`src/design/tal_pkg.sv`:
```
// tag attribute lexer package: lexer state enum, role and error codes,
// character class and result structs used by tal_class, tal_fsm and the core
// no dependencies
`default_nettype none

package tal_pkg;

	// lexer states
	typedef enum logic [2:0] {
		LS_BEGIN     = 3'd0,
		LS_TAG_NAME  = 3'd1,
		LS_ATTR_GAP  = 3'd2,
		LS_ATTR_NAME = 3'd3,
		LS_AFTER_NAM = 3'd4,
		LS_AFTER_EQ  = 3'd5,
		LS_QUOTED    = 3'd6,
		LS_UNQUOTED  = 3'd7
	} lex_state_t;

	// character roles
	localparam logic [1:0] ROLE_SKIP  = 2'd0;
	localparam logic [1:0] ROLE_TAG   = 2'd1;
	localparam logic [1:0] ROLE_ANAME = 2'd2;
	localparam logic [1:0] ROLE_VALUE = 2'd3;

	// error codes
	localparam logic [2:0] ERR_NONE    = 3'd0;
	localparam logic [2:0] ERR_TAG     = 3'd1;
	localparam logic [2:0] ERR_ATTR    = 3'd2;
	localparam logic [2:0] ERR_VALUE   = 3'd3;
	localparam logic [2:0] ERR_UNNAMED = 3'd4;

	// item kinds
	localparam logic KIND_CHAR = 1'b0;
	localparam logic KIND_END  = 1'b1;

	// punctuation that matters to the lexer
	localparam logic [7:0] CH_UNDER = 8'h5F;
	localparam logic [7:0] CH_COLON = 8'h3A;
	localparam logic [7:0] CH_EQ    = 8'h3D;
	localparam logic [7:0] CH_DOT   = 8'h2E;
	localparam logic [7:0] CH_DASH  = 8'h2D;
	localparam logic [7:0] CH_SQUOT = 8'h27;
	localparam logic [7:0] CH_DQUOT = 8'h22;
	localparam logic [7:0] CH_SPACE = 8'h20;
	localparam logic [7:0] CH_TAB   = 8'h09;
	localparam logic [7:0] CH_CR    = 8'h0D;

	// ascii class flags of one byte
	typedef struct packed {
		logic alpha;
		logic digit;
		logic ws;
		logic under;
		logic colon;
		logic eq;
		logic dot;
		logic dash;
		logic quote;
	} char_class_t;

	// one result transaction
	typedef struct packed {
		logic [1:0] role;
		logic [7:0] byte_out;
		logic       attr_commit;
		logic [2:0] error_code;
		logic       tag_done;
		logic       empty_tag_out;
	} token_t;

endpackage

`default_nettype wire

```
`src/design/tal_if.sv`:
```
// handshake channels of the tag attribute lexer: character input and token output
// no dependencies
`default_nettype none

interface tal_char_if;
	logic       valid;
	logic       ready;
	logic       kind;
	logic [7:0] byte_in;
	logic       is_empty_tag;

	modport source (output valid, output kind, output byte_in, output is_empty_tag,
		input ready);
	modport sink (input valid, input kind, input byte_in, input is_empty_tag,
		output ready);
endinterface

interface tal_token_if;
	logic       valid;
	logic       ready;
	logic [1:0] role;
	logic [7:0] byte_out;
	logic       attr_commit;
	logic [2:0] error_code;
	logic       tag_done;
	logic       empty_tag_out;

	modport source (output valid, output role, output byte_out, output attr_commit,
		output error_code, output tag_done, output empty_tag_out, input ready);
	modport sink (input valid, input role, input byte_out, input attr_commit,
		input error_code, input tag_done, input empty_tag_out, output ready);
endinterface

`default_nettype wire

```
`src/design/tal_class.sv`:
```
// ascii character class decoder for the tag attribute lexer
// depends on tal_pkg
`default_nettype none

module tal_class
	import tal_pkg::*;
(
	input  wire logic [7:0]  ch,
	output char_class_t      cls
);

	// plain range and equality compares, bytes above 127 match nothing
	always_comb begin
		cls.alpha = (ch >= 8'h41 && ch <= 8'h5A) || (ch >= 8'h61 && ch <= 8'h7A);
		cls.digit = (ch >= 8'h30 && ch <= 8'h39);
		cls.ws    = (ch == CH_SPACE) || (ch >= CH_TAB && ch <= CH_CR);
		cls.under = (ch == CH_UNDER);
		cls.colon = (ch == CH_COLON);
		cls.eq    = (ch == CH_EQ);
		cls.dot   = (ch == CH_DOT);
		cls.dash  = (ch == CH_DASH);
		cls.quote = (ch == CH_SQUOT) || (ch == CH_DQUOT);
	end

endmodule

`default_nettype wire

```
`src/design/tal_fsm.sv`:
```
// lexer state machine: holds lexer state, quote, name flag and sticky error,
// labels one character per advance and builds its token
// depends on tal_pkg, tal_class
`default_nettype none

module tal_fsm
	import tal_pkg::*;
(
	input  wire logic       clk,
	input  wire logic       arst_n,
	input  wire logic       step,
	input  wire logic       kind,
	input  wire logic [7:0] ch,
	input  wire logic       empty,
	output token_t          token
);

	lex_state_t state_q, state_d;
	logic [7:0] quote_q, quote_d;
	logic       name_seen_q, name_seen_d;
	logic [2:0] err_q, err_d;
	char_class_t cls;
	logic [1:0] role;
	logic       commit;
	logic [2:0] end_err;

	tal_class u_class (
		.ch  (ch),
		.cls (cls)
	);

	// state registers, updated once per consumed transaction
	always_ff @(posedge clk or negedge arst_n) begin
		if (!arst_n) begin
			state_q     <= LS_BEGIN;
			quote_q     <= '0;
			name_seen_q <= 1'b0;
			err_q       <= ERR_NONE;
		end else if (step) begin
			state_q     <= state_d;
			quote_q     <= quote_d;
			name_seen_q <= name_seen_d;
			err_q       <= err_d;
		end
	end

	// next state
	always_comb begin
		state_d     = state_q;
		quote_d     = quote_q;
		name_seen_d = name_seen_q;
		err_d       = err_q;
		if (kind == KIND_END) begin
			state_d     = LS_BEGIN;
			quote_d     = '0;
			name_seen_d = 1'b0;
			err_d       = ERR_NONE;
		end else if (err_q == ERR_NONE) begin
			unique case (state_q)
				LS_BEGIN: begin
					if (cls.alpha) begin
						name_seen_d = 1'b1;
						state_d     = LS_TAG_NAME;
					end else begin
						err_d = ERR_TAG;
					end
				end
				LS_TAG_NAME: begin
					if (cls.alpha || cls.digit || cls.dot || cls.dash || cls.under) begin
						state_d = LS_TAG_NAME;
					end else if (cls.ws) begin
						state_d = LS_ATTR_GAP;
					end else begin
						err_d = ERR_TAG;
					end
				end
				LS_ATTR_GAP: begin
					if (cls.alpha || cls.under) begin
						state_d = LS_ATTR_NAME;
					end else if (!cls.ws) begin
						err_d = ERR_ATTR;
					end
				end
				LS_ATTR_NAME: begin
					if (cls.alpha || cls.digit || cls.dash || cls.colon || cls.dot
						|| cls.under) begin
						state_d = LS_ATTR_NAME;
					end else if (cls.eq) begin
						state_d = LS_AFTER_EQ;
					end else if (cls.ws) begin
						state_d = LS_AFTER_NAM;
					end else begin
						err_d = ERR_ATTR;
					end
				end
				LS_AFTER_NAM: begin
					// bare attribute: dropped along with the ending character
					if (cls.eq) begin
						state_d = LS_AFTER_EQ;
					end else if (!cls.ws) begin
						state_d = LS_ATTR_GAP;
					end
				end
				LS_AFTER_EQ: begin
					if (cls.quote) begin
						quote_d = ch;
						state_d = LS_QUOTED;
					end else if (!cls.ws) begin
						state_d = LS_UNQUOTED;
					end
				end
				LS_QUOTED: begin
					if (ch == quote_q) begin
						state_d = LS_ATTR_GAP;
					end
				end
				LS_UNQUOTED: begin
					if (cls.ws) begin
						state_d = LS_ATTR_GAP;
					end else if (cls.quote || cls.eq) begin
						err_d = ERR_VALUE;
					end
				end
				default: begin
					state_d = LS_BEGIN;
				end
			endcase
		end
	end

	// outputs: role and commit of the current character
	always_comb begin
		role   = ROLE_SKIP;
		commit = 1'b0;
		if (kind == KIND_CHAR && err_q == ERR_NONE) begin
			unique case (state_q)
				LS_BEGIN: begin
					if (cls.alpha) role = ROLE_TAG;
				end
				LS_TAG_NAME: begin
					if (cls.alpha || cls.digit || cls.dot || cls.dash || cls.under)
						role = ROLE_TAG;
				end
				LS_ATTR_GAP: begin
					if (cls.alpha || cls.under) role = ROLE_ANAME;
				end
				LS_ATTR_NAME: begin
					if (cls.alpha || cls.digit || cls.dash || cls.colon || cls.dot
						|| cls.under)
						role = ROLE_ANAME;
				end
				LS_AFTER_NAM: begin
					role = ROLE_SKIP;
				end
				LS_AFTER_EQ: begin
					if (!cls.quote && !cls.ws) role = ROLE_VALUE;
				end
				LS_QUOTED: begin
					if (ch == quote_q) commit = 1'b1;
					else role = ROLE_VALUE;
				end
				LS_UNQUOTED: begin
					if (cls.ws) commit = 1'b1;
					else if (!cls.quote && !cls.eq) role = ROLE_VALUE;
				end
				default: begin
					role = ROLE_SKIP;
				end
			endcase
		end
	end

	// final status of the tag on the end transaction
	assign end_err = (err_q != ERR_NONE) ? err_q
		: (name_seen_q ? ERR_NONE : ERR_UNNAMED);

	always_comb begin
		token.role          = role;
		token.byte_out      = (kind == KIND_END) ? 8'h00 : ch;
		token.attr_commit   = commit;
		token.error_code    = (kind == KIND_END) ? end_err : err_d;
		token.tag_done      = (kind == KIND_END);
		token.empty_tag_out = empty;
	end

endmodule

`default_nettype wire

```
`src/design/tag_attribute_lexer_core.sv`:
```
// top level of the tag attribute lexer: input register, lexer state machine,
// token output register
// depends on tal_pkg, tal_if, tal_fsm
`default_nettype none

// Lexes the interior of a start or empty tag one character per transaction and
// returns exactly one token per transaction: the character's role, the
// character itself, an attribute commit flag and the sticky error status; the
// end-of-tag transaction reports the final status and rearms the lexer. Each
// transaction passes an input register and then the lexer's combinational
// character-class decode into the token register, and one transaction is taken
// in every cycle while the token side keeps up. A token stalled on the output
// holds the lexer; the input register then takes at most one more character,
// and the input stalls until the token side accepts again.
module tag_attribute_lexer_core
	import tal_pkg::*;
(
	input  wire logic clk,
	input  wire logic arst_n,
	tal_char_if.sink  tag_chars,
	tal_token_if.source tokens
);

	logic       valid_s1;
	logic       kind_s1;
	logic [7:0] byte_s1;
	logic       empty_s1;
	logic       valid_s2;
	token_t     token_s2;
	token_t     token;
	logic       ready_s2;
	logic       ready_s1;
	logic       step;

	// pipeline flow control
	assign ready_s2 = !valid_s2 || tokens.ready;
	assign ready_s1 = !valid_s1 || ready_s2;
	assign step     = valid_s1 && ready_s2;
	assign tag_chars.ready = ready_s1;

	// input register
	always_ff @(posedge clk or negedge arst_n) begin
		if (!arst_n) begin
			valid_s1 <= 1'b0;
		end else if (ready_s1) begin
			valid_s1 <= tag_chars.valid;
		end
	end

	always_ff @(posedge clk) begin
		if (ready_s1 && tag_chars.valid) begin
			kind_s1  <= tag_chars.kind;
			byte_s1  <= tag_chars.byte_in;
			empty_s1 <= tag_chars.is_empty_tag;
		end
	end

	// lexer
	tal_fsm u_fsm (
		.clk    (clk),
		.arst_n (arst_n),
		.step   (step),
		.kind   (kind_s1),
		.ch     (byte_s1),
		.empty  (empty_s1),
		.token  (token)
	);

	// token register
	always_ff @(posedge clk or negedge arst_n) begin
		if (!arst_n) begin
			valid_s2 <= 1'b0;
		end else if (ready_s2) begin
			valid_s2 <= valid_s1;
		end
	end

	always_ff @(posedge clk) begin
		if (step) begin
			token_s2 <= token;
		end
	end

	// output channel
	assign tokens.valid         = valid_s2;
	assign tokens.role          = token_s2.role;
	assign tokens.byte_out      = token_s2.byte_out;
	assign tokens.attr_commit   = token_s2.attr_commit;
	assign tokens.error_code    = token_s2.error_code;
	assign tokens.tag_done      = token_s2.tag_done;
	assign tokens.empty_tag_out = token_s2.empty_tag_out;

endmodule

`default_nettype wire

```
`src/flat_wrapper.sv`:
```
// flat-port wrapper written by rule: the top's interface ports become plain ports
module tag_attribute_lexer_core_flat import tal_pkg::*;
  (clk, arst_n, tag_chars_valid, tag_chars_kind, tag_chars_byte_in, tag_chars_is_empty_tag, tag_chars_ready, tokens_valid, tokens_role, tokens_byte_out, tokens_attr_commit, tokens_error_code, tokens_tag_done, tokens_empty_tag_out, tokens_ready);
  tal_char_if tag_chars_i ();
  tal_token_if tokens_i ();
  input  wire logic clk;
  input  wire logic arst_n;
  input wire logic [$bits(tag_chars_i.valid)-1:0] tag_chars_valid;
  input wire logic [$bits(tag_chars_i.kind)-1:0] tag_chars_kind;
  input wire logic [$bits(tag_chars_i.byte_in)-1:0] tag_chars_byte_in;
  input wire logic [$bits(tag_chars_i.is_empty_tag)-1:0] tag_chars_is_empty_tag;
  output wire logic [$bits(tag_chars_i.ready)-1:0] tag_chars_ready;
  output wire logic [$bits(tokens_i.valid)-1:0] tokens_valid;
  output wire logic [$bits(tokens_i.role)-1:0] tokens_role;
  output wire logic [$bits(tokens_i.byte_out)-1:0] tokens_byte_out;
  output wire logic [$bits(tokens_i.attr_commit)-1:0] tokens_attr_commit;
  output wire logic [$bits(tokens_i.error_code)-1:0] tokens_error_code;
  output wire logic [$bits(tokens_i.tag_done)-1:0] tokens_tag_done;
  output wire logic [$bits(tokens_i.empty_tag_out)-1:0] tokens_empty_tag_out;
  input wire logic [$bits(tokens_i.ready)-1:0] tokens_ready;
  assign tag_chars_i.valid = tag_chars_valid;
  assign tag_chars_i.kind = tag_chars_kind;
  assign tag_chars_i.byte_in = tag_chars_byte_in;
  assign tag_chars_i.is_empty_tag = tag_chars_is_empty_tag;
  assign tag_chars_ready = tag_chars_i.ready;
  assign tokens_valid = tokens_i.valid;
  assign tokens_role = tokens_i.role;
  assign tokens_byte_out = tokens_i.byte_out;
  assign tokens_attr_commit = tokens_i.attr_commit;
  assign tokens_error_code = tokens_i.error_code;
  assign tokens_tag_done = tokens_i.tag_done;
  assign tokens_empty_tag_out = tokens_i.empty_tag_out;
  assign tokens_i.ready = tokens_ready;
  tag_attribute_lexer_core u_core (.clk(clk), .arst_n(arst_n), .tag_chars(tag_chars_i), .tokens(tokens_i));
endmodule
```
`config.mk`:
```
export PLATFORM = sky130hd
export DESIGN_NAME = tag_attribute_lexer_core_flat
export DESIGN_NICKNAME = d
export VERILOG_FILES = /design/src/design/tal_pkg.sv /design/src/design/tal_if.sv /design/src/design/tal_class.sv /design/src/design/tal_fsm.sv /design/src/design/tag_attribute_lexer_core.sv /design/src/flat_wrapper.sv
export SDC_FILE = /design/constraint.sdc
export NUM_CORES = 1
export LEC_CHECK = 0
export ABC_AREA = 1
export BUFFER_PORTS_ARGS = -buffer_cell sky130_fd_sc_hd__buf_4
export CAP_MARGIN = 0
export CORE_AREA = 2 2 86 88
export DETAILED_ROUTE_END_ITERATION = 10
export DIE_AREA = 0 0 88 90
export PLACE_DENSITY_LB_ADDON = 0.08
export SETUP_SLACK_MARGIN = 0.4
export SLEW_MARGIN = 20
export SYNTH_ARGS = -nofsm -noshare
export SYNTH_HDL_FRONTEND = slang
export SYNTH_SLANG_ARGS = --single-unit
```
`constraint.sdc`:
```
create_clock -name clk -period 2.17 [get_ports clk]
set_clock_uncertainty 0.2 [all_clocks]
set_input_delay 0.217 -clock clk [delete_from_list [all_inputs] [get_ports clk]]
set_output_delay 0.217 -clock clk [all_outputs]
set_load 0.005 [all_outputs]
```
==> flow_summary.toml <==
[run_status]
run_status = "finished, final reports clean"

[worst_setup_path]
timing.critical_path.fanout_max = 5
worstPathBufferInverterCount = 1
cpMaxStageDelayCell = "edfxtp_1"
crit_arrival_ns = 1.94
cpMostUsedCell = "nor2_4"
timing.critical_path.slowest_cell_delay_ns = 0.53
critical_path.startpoint_type = "register"
critPathCaptureType = "register"
worst-endpoint-required_ns = 2.12
cell_chain_of_the_critical_path = "nor2_4, nand2_2, nand2_4, nor2_4, nor2_4, nand2_2, nor3_2, nor2_2, buf_4, a31oi_2"
path_delay_family = "simple AND/OR/NAND/NOR gates"
timing.setup.critical_path_class = "reg -> reg"

[timing]
timing_max_transition_violations_final = 0
timing_hold_violations_final = 0
relSlewSlack_pct = 71.6
worst-slew-pin-transition_ns = 0.423
setup_slack_ns = 0.181
report.final.setup_viol = 0
grt_setup_unrepaired = "yes"
fmax_mhz = 503
min_period_ns = 1.99
layout_worst_path_cycle_share_pct = 91.7
final.hold.worst_slack_ns = 0.0289

[drt]
post_drt_via_cell_ratio = 4.61
route.antenna.remaining_nets = 0
drc = 0
routed_wirelength_mm = 6.02
drtIter0Drc = 93
via_count = 2139
routed_wire_length_per_instance_um = 13.0
length_of_the_first_detailed_routing_pass_in_iterations = 4

[logic_synthesis]
netlist_instances = 291
ys_async_sr_fraction_pct = 39.5
yosysWarnings = 0
synth.avg_cell_area_um2 = 8.13
synthTopCellsByCount = "84 x nand2_1, 40 x nor2_1, 38 x inv_1"
synth_top_family_by_area = "simple AND/OR/NAND/NOR gates"
syn_nets = 305
synth-compound-area-share_pct = 6.98
yosys.area.top_type_share_pct = 33.0
yosys.area_share.simple_pct = 32.6
synth.most_common_cell = "nand2_1"
synthDistinctLibCells = 28
cell_taking_the_most_area_after_synthesis = "edfxtp_1"
synth.ff_latch_count = 43
synth_seq_area_share_pct = 51.0
synthAdderAreaFrac_pct = 0
number_of_flops_mapped_to_enable_cells_by_yosys = 26
synth-xor-area-share_pct = 1.11
yosys-top-cells-area = "edfxtp_1 33%, dfrtp_1 18%, nand2_1 13%"
ys_dominant_reg_cell = "edfxtp_1"
multiplexer_area_fraction_after_synthesis_pct = 0
syn_area_mm2 = 0.00236

[job]
drv_cap = 0

[power]
power_per_cell_area_mw_per_mm2 = 681
max-vdd-ir-drop_v = 0.000283
switching_share_pct = 32.6
netSwitchingPower_uw = 730
intPower_mw = 1.51
power.clock.fraction_pct = 22.8
p_leak_nw = 1.56
combinationalPowerShare_pct = 29.3
seq_power_share_pct = 48.0
power_mw = 2.24

[cts]
cts.root.buffer_cell = "clkbuf_8"
cts_max_level = 2
cts_made_buffers = 5
clk_latency_ns = 0.30
clk_path_buf_depth = 2
clock-sinks = 43
cts_tree = "yes"
path_clk_slew_ns = 0.09

[grt]
grt_pass1_vias = 2057
grt_util_all_layers_pct = 15.7
grt_start_max_net_pins = 18
antenna_found_initial = 0
overflow = 0
grt_pass1_wl_mm = 9.52

[layout]
drive_gt1_share_pct = 35.3
area.growth.synth_to_final_pct = 39.1
antenna-diode-count = 0
post-route-cell-area_mm2 = 0.00329
num-nets-final = 378

[placement]
hpwlAfterDp_mm = 4.18
detailed_place.area_mm2 = 0.00271
numPortBuffers = 31
routabilityCongestion = 0.886
worst_slack_placed_ns = -0.00657

[die]
placement_rows = 31
placeableCoreArea_mm2 = 0.00702
initial_core_utilization_pct = 33.7
design.die.area_mm2 = 0.00792
design.portCount = 32
die_width_um = 88
chipHeight_um = 90

[worst_hold_path]
holdCritPathClass = "in -> reg"
## worst reg2reg max path: stages, from the launching register on
cell and delay, ns:
edfxtp_1 0.53, nor2_4 0.21, nand2_2 0.09, nand2_4 0.08
nor2_4 0.05, nor2_4 0.11, nand2_2 0.09, nor3_2 0.18
nor2_2 0.06, buf_4 0.13, a31oi_2 0.11
## through the flow
| step | std cells | utilization (%) | setup TNS, ns |
|---|---|---|---|
| finish | 464 | 46.9 | 0 |
| global route | 464 | 46.9 | 0 |
| CTS | 453 | 43.8 | 0 |
| detailed placement | 419 | 38.6 | -0.00657 |
| global placement | 419 | 38.6 | -0.0144 |
| floorplan | 291 | - | 0 |
## layout make-up
type / count / area [um2]
tap: 99 / 124
sequential: 43 / 1210
multi-input combinational: 200 / 1120
timing repair buffer: 71 / 589
inverter: 43 / 164
clock buffer: 6 / 72.6
clock inverter: 2 / 12.5
fill: 698 / 3730
## layout by cell type (no fill, tap or decap), types with 2 or more instances in the layout
cell type / count
a21oi_1: 7
a21oi_2: 3
buf_4: 50
buf_6: 7
clkbuf_8: 5
dfrtp_1: 17
dlygate4sd3_1: 13
edfxtp_1: 26
inv_1: 33
inv_2: 8
nand2_1: 69
nand2_2: 21
nand2_4: 2
nand3_1: 14
nand3_2: 4
nand3_4: 3
nand4_1: 6
nor2_1: 33
nor2_2: 8
nor2_4: 9
nor3_1: 2
o21ai_0: 7
xnor2_1: 3
## metal layers
metal | track usage, % | wire, um | part of all wire, %
met5 | 0 | 0 | 0
met3 | 3.76 | 184 | 3.1
met1 | 20.6 | 2740 | 45
met4 | 7.44 | 186 | 3.1
met2 | 24.1 | 2910 | 48
## power groups by stage
stage               logic [mW]  clock network [mW]  registers, mW
floorplan                0.341                   0           1.08
global placement         0.537                   0           1.10
detailed placement       0.530                   0           1.10
CTS                      0.593               0.533           1.08
global route             0.743               0.575           1.09
finish                   0.656               0.510           1.07
## sequential cells by signal, summed over array words and instances, names as in the netlist, 2 cells and up
signal,count
u_core.tokens.byte_out,8
u_core.byte_s1,8
u_core.tokens.error_code,3
u_core.u_fsm.err_q,3
u_core.u_fsm.quote_q,8
u_core.u_fsm.state_q,3
u_core.tokens.role,2
## timing repair
action	in CTS	in global routing
hold endpoints to repair	29	0
hold buffers	13	0
pin swaps	10	21
resized for setup	18	37
buffers inserted	13	10
setup endpoints to repair	16	19
gates cloned	0	1
## final timing paths
path / start / end / slack [ns] / depth (start not counted)
hold / removal: tokens_ready / u_core.valid_s1 / 0.03 / 4
max in group asynchronous: arst_n / u_core.u_fsm.err_q[0] / 1.46 / 2
min in group asynchronous: arst_n / u_core.u_fsm.err_q[2] / 0.12 / 2
setup reg to reg: u_core.byte_s1[0] / u_core.tokens.role[1] / 0.18 / 10
hold reg to reg: u_core.empty_s1 / u_core.tokens.empty_tag_out / 0.23 / 0
setup / recovery: u_core.byte_s1[0] / u_core.tokens.role[1] / 0.18 / 10
## logic make-up after synthesis
| family | after synthesis |
|---|---|
| DFF | 43 |
| xor gates and xnor gates | 3 |
| and+or+nand+nor | 172 |
| AOI/OAI and AO/OA | 25 |
| buffers and inverters | 48 |
Power figures use the tool's default switching activity.
